===== src/design/minmod_gradient_limiter_top_macros.svh =====
// Assertion helpers for the gradient limiter.
`ifndef MINMOD_GRADIENT_LIMITER_TOP_MACROS_SVH
`define MINMOD_GRADIENT_LIMITER_TOP_MACROS_SVH

// Same-cycle implication, checked outside reset.
`define MGL_ASSERT_IMPLY(label, clk, rst_n, ante, cons, msg) \
  label: assert property (@(posedge clk) disable iff (!rst_n) (ante) |-> (cons)) \
    else $error(msg);

// Next-cycle implication, checked outside reset.
`define MGL_ASSERT_NEXT(label, clk, rst_n, ante, cons, msg) \
  label: assert property (@(posedge clk) disable iff (!rst_n) (ante) |=> (cons)) \
    else $error(msg);

`endif


===== src/design/mgl_pkg.sv =====
package mgl_pkg;

  localparam int VALUE_WIDTH = 32;
  localparam int THR_WIDTH   = 16;
  localparam int SLOT_WIDTH  = 2;
  localparam int DIGIT_WIDTH = 4;

  typedef logic signed [VALUE_WIDTH-1:0] value_t;

  typedef enum logic [2:0] {
    ST_IDLE,
    ST_DOT,
    ST_SUM,
    ST_CLS,
    ST_DIV,
    ST_MIN,
    ST_FIN,
    ST_SCL
  } state_e;

endpackage


===== src/design/mgl_if.sv =====
interface mgl_in_if;
  logic                          valid;
  logic                          ready;
  mgl_pkg::value_t               cell_value;
  mgl_pkg::value_t               grad_x;
  mgl_pkg::value_t               grad_y;
  mgl_pkg::value_t               other_value;
  mgl_pkg::value_t               dir_x;
  mgl_pkg::value_t               dir_y;
  logic                          at_boundary;
  logic [mgl_pkg::SLOT_WIDTH-1:0] face_slot;
  logic                          last_face;

  modport source (
    output valid, cell_value, grad_x, grad_y, other_value, dir_x, dir_y,
           at_boundary, face_slot, last_face,
    input  ready
  );

  modport sink (
    input  valid, cell_value, grad_x, grad_y, other_value, dir_x, dir_y,
           at_boundary, face_slot, last_face,
    output ready
  );
endinterface

interface mgl_out_if;
  logic            valid;
  logic            ready;
  mgl_pkg::value_t limited_x;
  mgl_pkg::value_t limited_y;

  modport source (
    output valid, limited_x, limited_y,
    input  ready
  );

  modport sink (
    input  valid, limited_x, limited_y,
    output ready
  );
endinterface


===== src/design/mgl_smul.sv =====
module mgl_smul #(
  parameter int A_WIDTH = 32,
  parameter int B_WIDTH = 32
) (
  input  logic                      clk_i,
  input  logic                      rst_ni,
  input  logic                      start_i,
  input  logic signed [A_WIDTH-1:0] a_i,
  input  logic signed [B_WIDTH-1:0] b_i,
  output logic                      busy_o,
  output logic signed [A_WIDTH+((B_WIDTH+mgl_pkg::DIGIT_WIDTH-1)/mgl_pkg::DIGIT_WIDTH)
                       *mgl_pkg::DIGIT_WIDTH-1:0] p_o
);

  localparam int DW        = mgl_pkg::DIGIT_WIDTH;
  localparam int STEPS     = (B_WIDTH + DW - 1) / DW;
  localparam int BX_WIDTH  = STEPS * DW;
  localparam int ACC_WIDTH = A_WIDTH + DW + 1;
  localparam int CNT_WIDTH = $clog2(STEPS + 1);

  logic signed [A_WIDTH-1:0]   a_q;
  logic        [BX_WIDTH-1:0]  b_q;
  logic signed [ACC_WIDTH-1:0] acc_q;
  logic        [BX_WIDTH-1:0]  lo_q;
  logic        [CNT_WIDTH-1:0] cnt_q;

  logic                        last_step;
  logic signed [DW:0]          digit;
  logic signed [ACC_WIDTH-1:0] pp;
  logic signed [ACC_WIDTH-1:0] sum;

  assign last_step = (cnt_q == CNT_WIDTH'(1));
  assign digit     = {last_step & b_q[DW-1], b_q[DW-1:0]};
  assign pp        = ACC_WIDTH'(a_q) * ACC_WIDTH'(digit);
  assign sum       = acc_q + pp;
  assign busy_o    = (cnt_q != '0);
  assign p_o       = {acc_q[A_WIDTH-1:0], lo_q};

  always_ff @(posedge clk_i or negedge rst_ni) begin
    if (!rst_ni) begin
      cnt_q <= '0;
    end else if (start_i) begin
      cnt_q <= CNT_WIDTH'(STEPS);
    end else if (busy_o) begin
      cnt_q <= cnt_q - CNT_WIDTH'(1);
    end
  end

  always_ff @(posedge clk_i) begin
    if (start_i) begin
      a_q   <= a_i;
      b_q   <= BX_WIDTH'(b_i);
      acc_q <= '0;
      lo_q  <= '0;
    end else if (busy_o) begin
      // retire one digit: low bits move into the product shift register
      b_q   <= b_q >> DW;
      acc_q <= sum >>> DW;
      lo_q  <= {sum[DW-1:0], lo_q[BX_WIDTH-1:DW]};
    end
  end

endmodule


===== src/design/mgl_div.sv =====
module mgl_div #(
  parameter int NUM_WIDTH = 32,
  parameter int DEN_WIDTH = 51,
  parameter int Q_WIDTH   = 16
) (
  input  logic                 clk_i,
  input  logic                 rst_ni,
  input  logic                 start_i,
  input  logic [NUM_WIDTH-1:0] num_i,
  input  logic [DEN_WIDTH-1:0] den_i,
  output logic                 busy_o,
  output logic [Q_WIDTH-1:0]   quot_o
);

  localparam int CNT_WIDTH = $clog2(Q_WIDTH + 1);

  logic [DEN_WIDTH-1:0] rem_q;
  logic [DEN_WIDTH-1:0] den_q;
  logic [Q_WIDTH-1:0]   quot_q;
  logic [CNT_WIDTH-1:0] cnt_q;

  logic [DEN_WIDTH:0]   rem2;
  logic [DEN_WIDTH+1:0] diff;
  logic                 ge;

  assign rem2   = {rem_q, 1'b0};
  assign diff   = {1'b0, rem2} - {2'b00, den_q};
  assign ge     = ~diff[DEN_WIDTH+1];
  assign busy_o = (cnt_q != '0);
  assign quot_o = quot_q;

  always_ff @(posedge clk_i or negedge rst_ni) begin
    if (!rst_ni) begin
      cnt_q <= '0;
    end else if (start_i) begin
      cnt_q <= CNT_WIDTH'(Q_WIDTH);
    end else if (busy_o) begin
      cnt_q <= cnt_q - CNT_WIDTH'(1);
    end
  end

  always_ff @(posedge clk_i) begin
    if (start_i) begin
      rem_q  <= DEN_WIDTH'(num_i);
      den_q  <= den_i;
      quot_q <= '0;
    end else if (busy_o) begin
      rem_q  <= ge ? diff[DEN_WIDTH-1:0] : rem2[DEN_WIDTH-1:0];
      quot_q <= {quot_q[Q_WIDTH-2:0], ge};
    end
  end

endmodule


===== src/design/minmod_gradient_limiter_top.sv =====
// Minmod gradient limiter, one cell face per input beat. Each face forms
// downwind = grad . dir (doubled at a boundary, exact floor of the Q format)
// and upwind = other - cell, reduces them to a ratio in [0,1] (one when
// |downwind| <= zero_threshold) and folds it into the x minimum (slots 1, 3)
// or the y minimum (slots 0, 2). A beat with last_face set yields one output
// beat: both gradient components times their minima, floored; the minima
// then return to one. Write zero_threshold only while the block is idle.
// A face occupies the block from acceptance to the next ready; its ratio
// either resolves directly or goes to the radix-2 divider, one quotient bit
// per cycle. The dot product runs through two digit-serial multipliers, 4
// multiplier bits per cycle; the last face of a cell reuses the same
// multipliers for the output scaling. Input is taken while an earlier
// output beat still waits; a last face then holds the block in its scaling
// step until that beat leaves.
module minmod_gradient_limiter_top #(
  parameter int FRAC_BITS = 16
) (
  input  logic                          clk_i,
  input  logic                          rst_ni,
  input  logic                          cfg_we_i,
  input  logic [mgl_pkg::THR_WIDTH-1:0] cfg_data_i,
  mgl_in_if.sink                        in_i,
  mgl_out_if.source                     out_o
);

`include "minmod_gradient_limiter_top_macros.svh"

  localparam int VW          = mgl_pkg::VALUE_WIDTH;
  localparam int DIG         = mgl_pkg::DIGIT_WIDTH;
  localparam int MUL_PW      = VW + ((VW + DIG - 1) / DIG) * DIG;
  localparam int SUM_WIDTH   = MUL_PW + 1;
  localparam int DOWN_WIDTH  = SUM_WIDTH - FRAC_BITS;
  localparam int DOWN2_WIDTH = DOWN_WIDTH + 1;
  localparam int MAG_WIDTH   = DOWN2_WIDTH;
  localparam int UP_WIDTH    = VW + 1;
  localparam int AU_WIDTH    = VW;
  localparam int RATIO_WIDTH = FRAC_BITS + 1;
  localparam logic [RATIO_WIDTH-1:0] RATIO_ONE = {1'b1, {FRAC_BITS{1'b0}}};

  mgl_pkg::state_e state_q, state_d;

  logic [mgl_pkg::THR_WIDTH-1:0]  thr_q;
  mgl_pkg::value_t                grad_x_q;
  mgl_pkg::value_t                grad_y_q;
  logic signed [UP_WIDTH-1:0]     up_q;
  logic                           boundary_q;
  logic [mgl_pkg::SLOT_WIDTH-1:0] slot_q;
  logic                           last_q;
  logic signed [DOWN2_WIDTH-1:0]  down2_q;
  logic [MAG_WIDTH-1:0]           ad_q;
  logic [AU_WIDTH-1:0]            au_q;
  logic [RATIO_WIDTH-1:0]         ratio_q;
  logic [RATIO_WIDTH-1:0]         min_x_q;
  logic [RATIO_WIDTH-1:0]         min_y_q;
  logic                           out_valid_q;
  mgl_pkg::value_t                lim_x_q;
  mgl_pkg::value_t                lim_y_q;

  logic                           in_fire;
  logic                           mul_start;
  logic                           mul_busy;
  logic                           busy_x;
  logic                           busy_y;
  mgl_pkg::value_t                mul_a_x;
  mgl_pkg::value_t                mul_a_y;
  mgl_pkg::value_t                mul_b_x;
  mgl_pkg::value_t                mul_b_y;
  logic signed [MUL_PW-1:0]       p_x;
  logic signed [MUL_PW-1:0]       p_y;
  logic signed [SUM_WIDTH-1:0]    sum_w;
  logic signed [DOWN_WIDTH-1:0]   down_w;
  logic signed [DOWN2_WIDTH-1:0]  down2_d;
  logic                           div_start;
  logic                           div_busy;
  logic [FRAC_BITS-1:0]           quot;
  logic                           ratio_one;
  logic                           ratio_zero;
  logic                           ld_ratio_cls;
  logic                           ld_ratio_div;
  logic                           upd_min;
  logic                           clr_min;
  logic                           out_load;
  logic                           out_free;

  assign in_fire  = in_i.valid & in_i.ready;
  assign mul_busy = busy_x | busy_y;
  assign out_free = ~out_valid_q | out_o.ready;

  assign mul_a_x = (state_q == mgl_pkg::ST_IDLE) ? in_i.grad_x : grad_x_q;
  assign mul_a_y = (state_q == mgl_pkg::ST_IDLE) ? in_i.grad_y : grad_y_q;
  assign mul_b_x = (state_q == mgl_pkg::ST_IDLE) ? in_i.dir_x
                                                 : {{(VW-RATIO_WIDTH){1'b0}}, min_x_q};
  assign mul_b_y = (state_q == mgl_pkg::ST_IDLE) ? in_i.dir_y
                                                 : {{(VW-RATIO_WIDTH){1'b0}}, min_y_q};

  mgl_smul #(
    .A_WIDTH (VW),
    .B_WIDTH (VW)
  ) u_mul_x (
    .clk_i   (clk_i),
    .rst_ni  (rst_ni),
    .start_i (mul_start),
    .a_i     (mul_a_x),
    .b_i     (mul_b_x),
    .busy_o  (busy_x),
    .p_o     (p_x)
  );

  mgl_smul #(
    .A_WIDTH (VW),
    .B_WIDTH (VW)
  ) u_mul_y (
    .clk_i   (clk_i),
    .rst_ni  (rst_ni),
    .start_i (mul_start),
    .a_i     (mul_a_y),
    .b_i     (mul_b_y),
    .busy_o  (busy_y),
    .p_o     (p_y)
  );

  mgl_div #(
    .NUM_WIDTH (AU_WIDTH),
    .DEN_WIDTH (MAG_WIDTH),
    .Q_WIDTH   (FRAC_BITS)
  ) u_div (
    .clk_i   (clk_i),
    .rst_ni  (rst_ni),
    .start_i (div_start),
    .num_i   (au_q),
    .den_i   (ad_q),
    .busy_o  (div_busy),
    .quot_o  (quot)
  );

  assign sum_w   = SUM_WIDTH'(p_x) + SUM_WIDTH'(p_y);
  assign down_w  = sum_w[SUM_WIDTH-1:FRAC_BITS];
  assign down2_d = boundary_q ? {down_w, 1'b0} : {down_w[DOWN_WIDTH-1], down_w};

  assign ratio_one  = (ad_q <= MAG_WIDTH'(thr_q)) || (MAG_WIDTH'(au_q) >= ad_q);
  assign ratio_zero = (up_q == '0) || (up_q[UP_WIDTH-1] != down2_q[DOWN2_WIDTH-1]);

  always_comb begin
    state_d      = state_q;
    in_i.ready   = 1'b0;
    mul_start    = 1'b0;
    div_start    = 1'b0;
    ld_ratio_cls = 1'b0;
    ld_ratio_div = 1'b0;
    upd_min      = 1'b0;
    clr_min      = 1'b0;
    out_load     = 1'b0;
    case (state_q)
      mgl_pkg::ST_IDLE: begin
        in_i.ready = 1'b1;
        if (in_i.valid) begin
          mul_start = 1'b1;
          state_d   = mgl_pkg::ST_DOT;
        end
      end
      mgl_pkg::ST_DOT: begin
        if (!mul_busy) begin
          state_d = mgl_pkg::ST_SUM;
        end
      end
      mgl_pkg::ST_SUM: begin
        state_d = mgl_pkg::ST_CLS;
      end
      mgl_pkg::ST_CLS: begin
        if ((ad_q <= MAG_WIDTH'(thr_q)) || ratio_zero || ratio_one) begin
          ld_ratio_cls = 1'b1;
          state_d      = mgl_pkg::ST_MIN;
        end else begin
          div_start = 1'b1;
          state_d   = mgl_pkg::ST_DIV;
        end
      end
      mgl_pkg::ST_DIV: begin
        if (!div_busy) begin
          ld_ratio_div = 1'b1;
          state_d      = mgl_pkg::ST_MIN;
        end
      end
      mgl_pkg::ST_MIN: begin
        upd_min = 1'b1;
        state_d = last_q ? mgl_pkg::ST_FIN : mgl_pkg::ST_IDLE;
      end
      mgl_pkg::ST_FIN: begin
        mul_start = 1'b1;
        clr_min   = 1'b1;
        state_d   = mgl_pkg::ST_SCL;
      end
      mgl_pkg::ST_SCL: begin
        if (!mul_busy && out_free) begin
          out_load = 1'b1;
          state_d  = mgl_pkg::ST_IDLE;
        end
      end
      default: begin
        state_d = mgl_pkg::ST_IDLE;
      end
    endcase
  end

  always_ff @(posedge clk_i or negedge rst_ni) begin
    if (!rst_ni) begin
      state_q     <= mgl_pkg::ST_IDLE;
      thr_q       <= '0;
      min_x_q     <= RATIO_ONE;
      min_y_q     <= RATIO_ONE;
      out_valid_q <= 1'b0;
    end else begin
      state_q <= state_d;
      if (cfg_we_i) begin
        thr_q <= cfg_data_i;
      end
      if (clr_min) begin
        min_x_q <= RATIO_ONE;
        min_y_q <= RATIO_ONE;
      end else if (upd_min) begin
        if (slot_q[0] && (ratio_q < min_x_q)) begin
          min_x_q <= ratio_q;
        end
        if (!slot_q[0] && (ratio_q < min_y_q)) begin
          min_y_q <= ratio_q;
        end
      end
      if (out_load) begin
        out_valid_q <= 1'b1;
      end else if (out_o.ready) begin
        out_valid_q <= 1'b0;
      end
    end
  end

  always_ff @(posedge clk_i) begin
    if (in_fire) begin
      grad_x_q   <= in_i.grad_x;
      grad_y_q   <= in_i.grad_y;
      up_q       <= UP_WIDTH'(in_i.other_value) - UP_WIDTH'(in_i.cell_value);
      boundary_q <= in_i.at_boundary;
      slot_q     <= in_i.face_slot;
      last_q     <= in_i.last_face;
    end
    if ((state_q == mgl_pkg::ST_DOT) && !mul_busy) begin
      down2_q <= down2_d;
    end
    if (state_q == mgl_pkg::ST_SUM) begin
      ad_q <= down2_q[DOWN2_WIDTH-1] ? -down2_q : down2_q;
      au_q <= up_q[UP_WIDTH-1] ? AU_WIDTH'(-up_q) : AU_WIDTH'(up_q);
    end
    if (ld_ratio_cls) begin
      // threshold hit wins over sign test, sign test over saturation
      if (ad_q <= MAG_WIDTH'(thr_q)) begin
        ratio_q <= RATIO_ONE;
      end else if (ratio_zero) begin
        ratio_q <= '0;
      end else begin
        ratio_q <= RATIO_ONE;
      end
    end else if (ld_ratio_div) begin
      ratio_q <= {1'b0, quot};
    end
    if (out_load) begin
      lim_x_q <= p_x[FRAC_BITS+VW-1:FRAC_BITS];
      lim_y_q <= p_y[FRAC_BITS+VW-1:FRAC_BITS];
    end
  end

  assign out_o.valid     = out_valid_q;
  assign out_o.limited_x = lim_x_q;
  assign out_o.limited_y = lim_y_q;

  `MGL_ASSERT_IMPLY(a_min_bound, clk_i, rst_ni, 1'b1,
                    (min_x_q <= RATIO_ONE) && (min_y_q <= RATIO_ONE),
                    "running minimum above one")
  `MGL_ASSERT_IMPLY(a_div_operands, clk_i, rst_ni, div_start,
                    (MAG_WIDTH'(au_q) < ad_q) && (ad_q > MAG_WIDTH'(thr_q)),
                    "divider started outside its range")
  `MGL_ASSERT_NEXT(a_out_load, clk_i, rst_ni, out_load,
                   out_valid_q && (state_q == mgl_pkg::ST_IDLE) && (min_x_q == RATIO_ONE),
                   "output beat not presented after scaling")

endmodule

===== src/flat_wrapper.sv =====
// flat-port wrapper written by rule: the top's interface ports become plain ports
module minmod_gradient_limiter_top_flat 
#(
  parameter int FRAC_BITS = 16
)
  (clk_i, rst_ni, cfg_we_i, cfg_data_i, in_i_valid, in_i_cell_value, in_i_grad_x, in_i_grad_y, in_i_other_value, in_i_dir_x, in_i_dir_y, in_i_at_boundary, in_i_face_slot, in_i_last_face, in_i_ready, out_o_valid, out_o_limited_x, out_o_limited_y, out_o_ready);
  mgl_in_if in_i_i ();
  mgl_out_if out_o_i ();
  input  logic clk_i;
  input  logic rst_ni;
  input  logic cfg_we_i;
  input  logic [mgl_pkg::THR_WIDTH-1:0] cfg_data_i;
  input wire logic [$bits(in_i_i.valid)-1:0] in_i_valid;
  input wire logic [$bits(in_i_i.cell_value)-1:0] in_i_cell_value;
  input wire logic [$bits(in_i_i.grad_x)-1:0] in_i_grad_x;
  input wire logic [$bits(in_i_i.grad_y)-1:0] in_i_grad_y;
  input wire logic [$bits(in_i_i.other_value)-1:0] in_i_other_value;
  input wire logic [$bits(in_i_i.dir_x)-1:0] in_i_dir_x;
  input wire logic [$bits(in_i_i.dir_y)-1:0] in_i_dir_y;
  input wire logic [$bits(in_i_i.at_boundary)-1:0] in_i_at_boundary;
  input wire logic [$bits(in_i_i.face_slot)-1:0] in_i_face_slot;
  input wire logic [$bits(in_i_i.last_face)-1:0] in_i_last_face;
  output wire logic [$bits(in_i_i.ready)-1:0] in_i_ready;
  output wire logic [$bits(out_o_i.valid)-1:0] out_o_valid;
  output wire logic [$bits(out_o_i.limited_x)-1:0] out_o_limited_x;
  output wire logic [$bits(out_o_i.limited_y)-1:0] out_o_limited_y;
  input wire logic [$bits(out_o_i.ready)-1:0] out_o_ready;
  assign in_i_i.valid = in_i_valid;
  assign in_i_i.cell_value = in_i_cell_value;
  assign in_i_i.grad_x = in_i_grad_x;
  assign in_i_i.grad_y = in_i_grad_y;
  assign in_i_i.other_value = in_i_other_value;
  assign in_i_i.dir_x = in_i_dir_x;
  assign in_i_i.dir_y = in_i_dir_y;
  assign in_i_i.at_boundary = in_i_at_boundary;
  assign in_i_i.face_slot = in_i_face_slot;
  assign in_i_i.last_face = in_i_last_face;
  assign in_i_ready = in_i_i.ready;
  assign out_o_valid = out_o_i.valid;
  assign out_o_limited_x = out_o_i.limited_x;
  assign out_o_limited_y = out_o_i.limited_y;
  assign out_o_i.ready = out_o_ready;
  minmod_gradient_limiter_top #(.FRAC_BITS(FRAC_BITS)) u_core (.clk_i(clk_i), .rst_ni(rst_ni), .cfg_we_i(cfg_we_i), .cfg_data_i(cfg_data_i), .in_i(in_i_i), .out_o(out_o_i));
endmodule

===== config.mk =====
export PLATFORM = sky130hd
export DESIGN_NAME = minmod_gradient_limiter_top_flat
export DESIGN_NICKNAME = d
export VERILOG_FILES = /design/src/design/mgl_pkg.sv /design/src/design/mgl_if.sv /design/src/design/mgl_smul.sv /design/src/design/mgl_div.sv /design/src/design/minmod_gradient_limiter_top.sv /design/src/flat_wrapper.sv
export VERILOG_INCLUDE_DIRS = /design/src /design/src/design
export SDC_FILE = /design/constraint.sdc
export NUM_CORES = 2
export LEC_CHECK = 0
export ABC_AREA = 0
export BUFFER_PORTS_ARGS = -buffer_cell sky130_fd_sc_hd__buf_2
export CELL_PAD_IN_SITES_DETAIL_PLACEMENT = 1
export CELL_PAD_IN_SITES_GLOBAL_PLACEMENT = 1
export CORE_MARGIN = 3
export CORE_UTILIZATION = 30
export DETAILED_ROUTE_END_ITERATION = 7
export PLACE_DENSITY_LB_ADDON = 0.3
export SLEW_MARGIN = 20
export SYNTH_ARGS = -nofsm -noshare
export SYNTH_HDL_FRONTEND = slang
export SYNTH_SLANG_ARGS = --single-unit

===== constraint.sdc =====
create_clock -name clk_i -period 7.6 [get_ports clk_i]
set_input_delay 0.76 -clock clk_i [delete_from_list [all_inputs] [get_ports clk_i]]
set_output_delay 0.76 -clock clk_i [all_outputs]
set_load 0.01 [all_outputs]

==> results.toml <==
[die]
die_area_um2 = 177000
core_area_um2 = 170000
floorplan.io_pins = 283
initial_utilization_pct = 30.3
fp-row-count = 151
die-width_um = 421
dieHeight_um = 421

[yosys]
synth.lib_cells_used.distinct = 76
syn-mean-instance-area_um2 = 9.88
yosysWarnings = 0
ys.flop_type = "edfxtp_1"
synthDominantAreaCellType = "edfxtp_1"
async_reset_ff_share_pct = 8.89
synth.ff_latch_count = 754
seq_area_frac_synth_pct = 40.1
netlist_instances = 5219
post_synth_instance_area_um2 = 51600
number_of_synthesized_flops_with_an_enable_pin = 523
synth.top_cell.area_share_pct = 30.5
synth_nets = 6078
ys_top_cells_by_area = "edfxtp_1 30%, fa_1 10%, ha_1 9.2%"

[placed_design]
buffer_ports.inserted = 281
dpl.cell_count = 7555
half_perimeter_wire_length_after_detailed_placement_mm = 110
gpl.final_weighted_congestion = 0.845
dp_slack_ns = 0.745

[cts]
clock_sinks = 754
cts.repair.resized = 0
clkLatencyLatePin_ns = 0.70
cts_inserted_buffers = 91
clock_tree_root_driver_cell = "clkbuf_16"
h-tree-depth = 3
ctsLongestPathBuffers = 3
tritoncts = "yes"
post_cts.repair.setup_buffers = 0
clk_transition_reported_paths_ns = 0.06

[cells_and_area]
layout_commonest_cell = "inv_1"
flow.area_growth_from_synthesis_pct = 13.5
layout.cells.most_common_list = "612 x inv_1, 558 x nand2_1, 523 x edfxtp_1"
final_cell_count_no_fill = 7734
final_net_count = 6291
layout-drive-gt1-share_pct = 11.1

[drt]
route.detailed.vias_per_inst = 4.83
drc_errors = 0
postRouteWirelength_mm = 142
initialDrtViolationCount = 1697
route.vias.total = 37300
avg_wl_per_cell_um = 18.4
drtAntennaViolNets = 0
detailedRoute.firstPassIterationCount = 5

[timing]
totalNegativeSetupSlack_ns = 0
clock-skew-final_ns = 0.0290
min_period_ns = 6.91
final_min_period_over_clock_period_pct = 90.9
setup_viol_count_final = 0
worst_slew_pin_slew_ns = 1.15
hold_viol = 0
slew_headroom_pct = 22.7
achievable-frequency_mhz = 145
timing.final.ws_setup_ns = 0.689
rsz_0062_raised_after_global_routing = "no"
timing_max_transition_violations_final = 0

[setup_path]
worst_ep_arrival_time_ns = 7.44
worstSetupStartpointType = "flop"
worst-endpoint-required_ns = 8.13
r2r-end = "u_core.u_mul_x.acc_q[31]"
critical_path.reg2reg.startpoint = "u_core.u_mul_x.cnt_q[2]"
crit_path_max_incr_delay_ns = 0.54
end_kind = "flop"
critical_path.most_common_cell = "fa_1"
worstPathMaxFanout = 3
crit_path_cell_trace = "nor2_1 > nand3_1 > or2_2 > fa_1 > fa_1 > fa_1 > fa_1 > inv_1 > fa_1 > a21o_1 > a311o_1 > a21oi_1 > nor4_1 > a211oi_1 > o22ai_1 > a221oi_1 > a21oi_1 > o21ai_0 > mux2i_1 > o21ai_0"
reg2reg_depth = 20
critical_path.slowest_cell = "fa_1"
critical_path_class = "flop to flop"
timing.reg2reg.setup_slack_ns = 0.69

[global_routing]
largest_net_degree_at_the_start_of_global_routing = 169
first_global_vias = 39900
grt_antenna_before_repair = 10
globalRouteOverflowTotal = 0
grt_usage_pct = 16.1
grt_first_pass_wirelength_mm = 225

[run_status]
run_status = "finished clean"

[min_path]
min_path_type = "input port to flop"
min_delay_path_depth = 1
min_from = "in_i_face_slot[0]"
min_delay_worst_endpoint = "u_core.slot_q[0]"

[flow_run]
drv_cap = 0
[routing by layer]
metal  global-route usage [%]  up-vias  wire length [µm]
met4                     6.42        0              5480
li1                         -    18300                 -
met2                     28.3      397             71100
met3                     1.71      200              3330
met5                        0        -                 0
met1                     20.0    18500             62400
[synth_stat cells (all sizes together) (31+ instances only)]
cell	number
edfxtp	523
nand2	561
nand3	50
dfxtp	164
a21oi	426
mux2	87
xor2	65
a21o	136
a211oi	40
dfrtp	65
and2	254
and3	31
o21ai	255
ha	380
nor2b	47
nand4	45
o31ai	32
mux2i	81
nor2	313
xnor2	204
inv	614
fa	262
clkbuf	186
o21bai	40
nor3	40
[logic make-up (layout without fill, tap and decap cells)]
family	Yosys count	count (layout)	synth area share (%)
simple gates	1474	1474	13.6
compound gates	1093	1093	12.9
buf+inv	819	1110	5.97
flops	754	754	40.1
fa+ha+maj	642	642	19.4
xor+xnor	269	269	4.57
mux	168	168	3.47
other cells	0	6	0
[what timing repair did]
item,in CTS,in global routing
hold endpoints to repair,16,0
hold buffers,1,0
endpoints found under the setup margin,0,0
[worst max-delay path: cells and delay by family, from the launching register on]
kind,cells,cell delay (ns)
AOI/OAI and AO/OA,9,2.62
adders and majority gates,5,2.58
buffers and inverters,1,0.08
DFF,1,0.41
muxes,1,0.20
and+or+nand+nor,4,0.84
[per-stage QoR]
stage                     hold slack, ns  area (µm²)  util, %
after global placement             0.432       55400     32.6
after detailed placement           0.436       55400     32.6
after CTS                          0.178       58500     34.4
final                              0.240       58500     34.4
after global routing               0.201       58500     34.4
after floorplan                    0.417       51600        -
[sequential cells by signal, indices dropped and copies added (netlist names), 5 cells and up]
name and flops:
u_core.ad_q 50, u_core.au_q 32, u_core.down2_q 50, u_core.grad_x_q 32, u_core.grad_y_q 32, u_core.min_x_q 17
u_core.min_y_q 17, u_core.out_o.limited_x 32, u_core.out_o.limited_y 32, u_core.ratio_q 17, u_core.thr_q 16, u_core.u_div.cnt_q 5
u_core.u_div.den_q 50, u_core.u_div.quot_o 16, u_core.u_div.rem_q 50, u_core.u_mul_x.a_q 32, u_core.u_mul_x.acc_q 33, u_core.u_mul_x.b_q 32
u_core.u_mul_x.lo_q 32, u_core.u_mul_y.a_q 32, u_core.u_mul_y.acc_q 33, u_core.u_mul_y.b_q 32, u_core.u_mul_y.lo_q 32, u_core.up_q 33
[area by class of cell]
class                           instances  area, µm²
Antenna cell                            6       15.0
Clock buffer                          120       2490
Clock inverter                         51        601
Fill cell                           19300     111000
Inverter                              614       2310
Multi-Input combinational cell       3646      27900
Sequential cell                       754      20700
Tap cell                             2218       2780
Timing Repair Buffer                  325       1770
[how the worst max path moves through the flow]
stage / start / endpoint / slack, ns
5_1_grt: u_core.u_mul_y.cnt_q[1] / u_core.u_mul_y.acc_q[32] / 0.30
4_1_cts: u_core.u_mul_y.cnt_q[1] / u_core.u_mul_y.acc_q[32] / 0.72
2_1_floorplan: u_core.u_mul_y.cnt_q[0] / u_core.down2_q[0] / 0.46
6_report: u_core.u_mul_x.cnt_q[2] / u_core.u_mul_x.acc_q[31] / 0.69
3_5_place_dp: u_core.u_mul_y.cnt_q[1] / u_core.u_mul_y.acc_q[32] / 0.75
3_3_place_gp: u_core.u_mul_y.cnt_q[2] / u_core.u_mul_y.acc_q[32] / 0.78
Power is not shown: default switching activity piles up to over one toggle a cycle in this logic, so the estimate is an artifact.
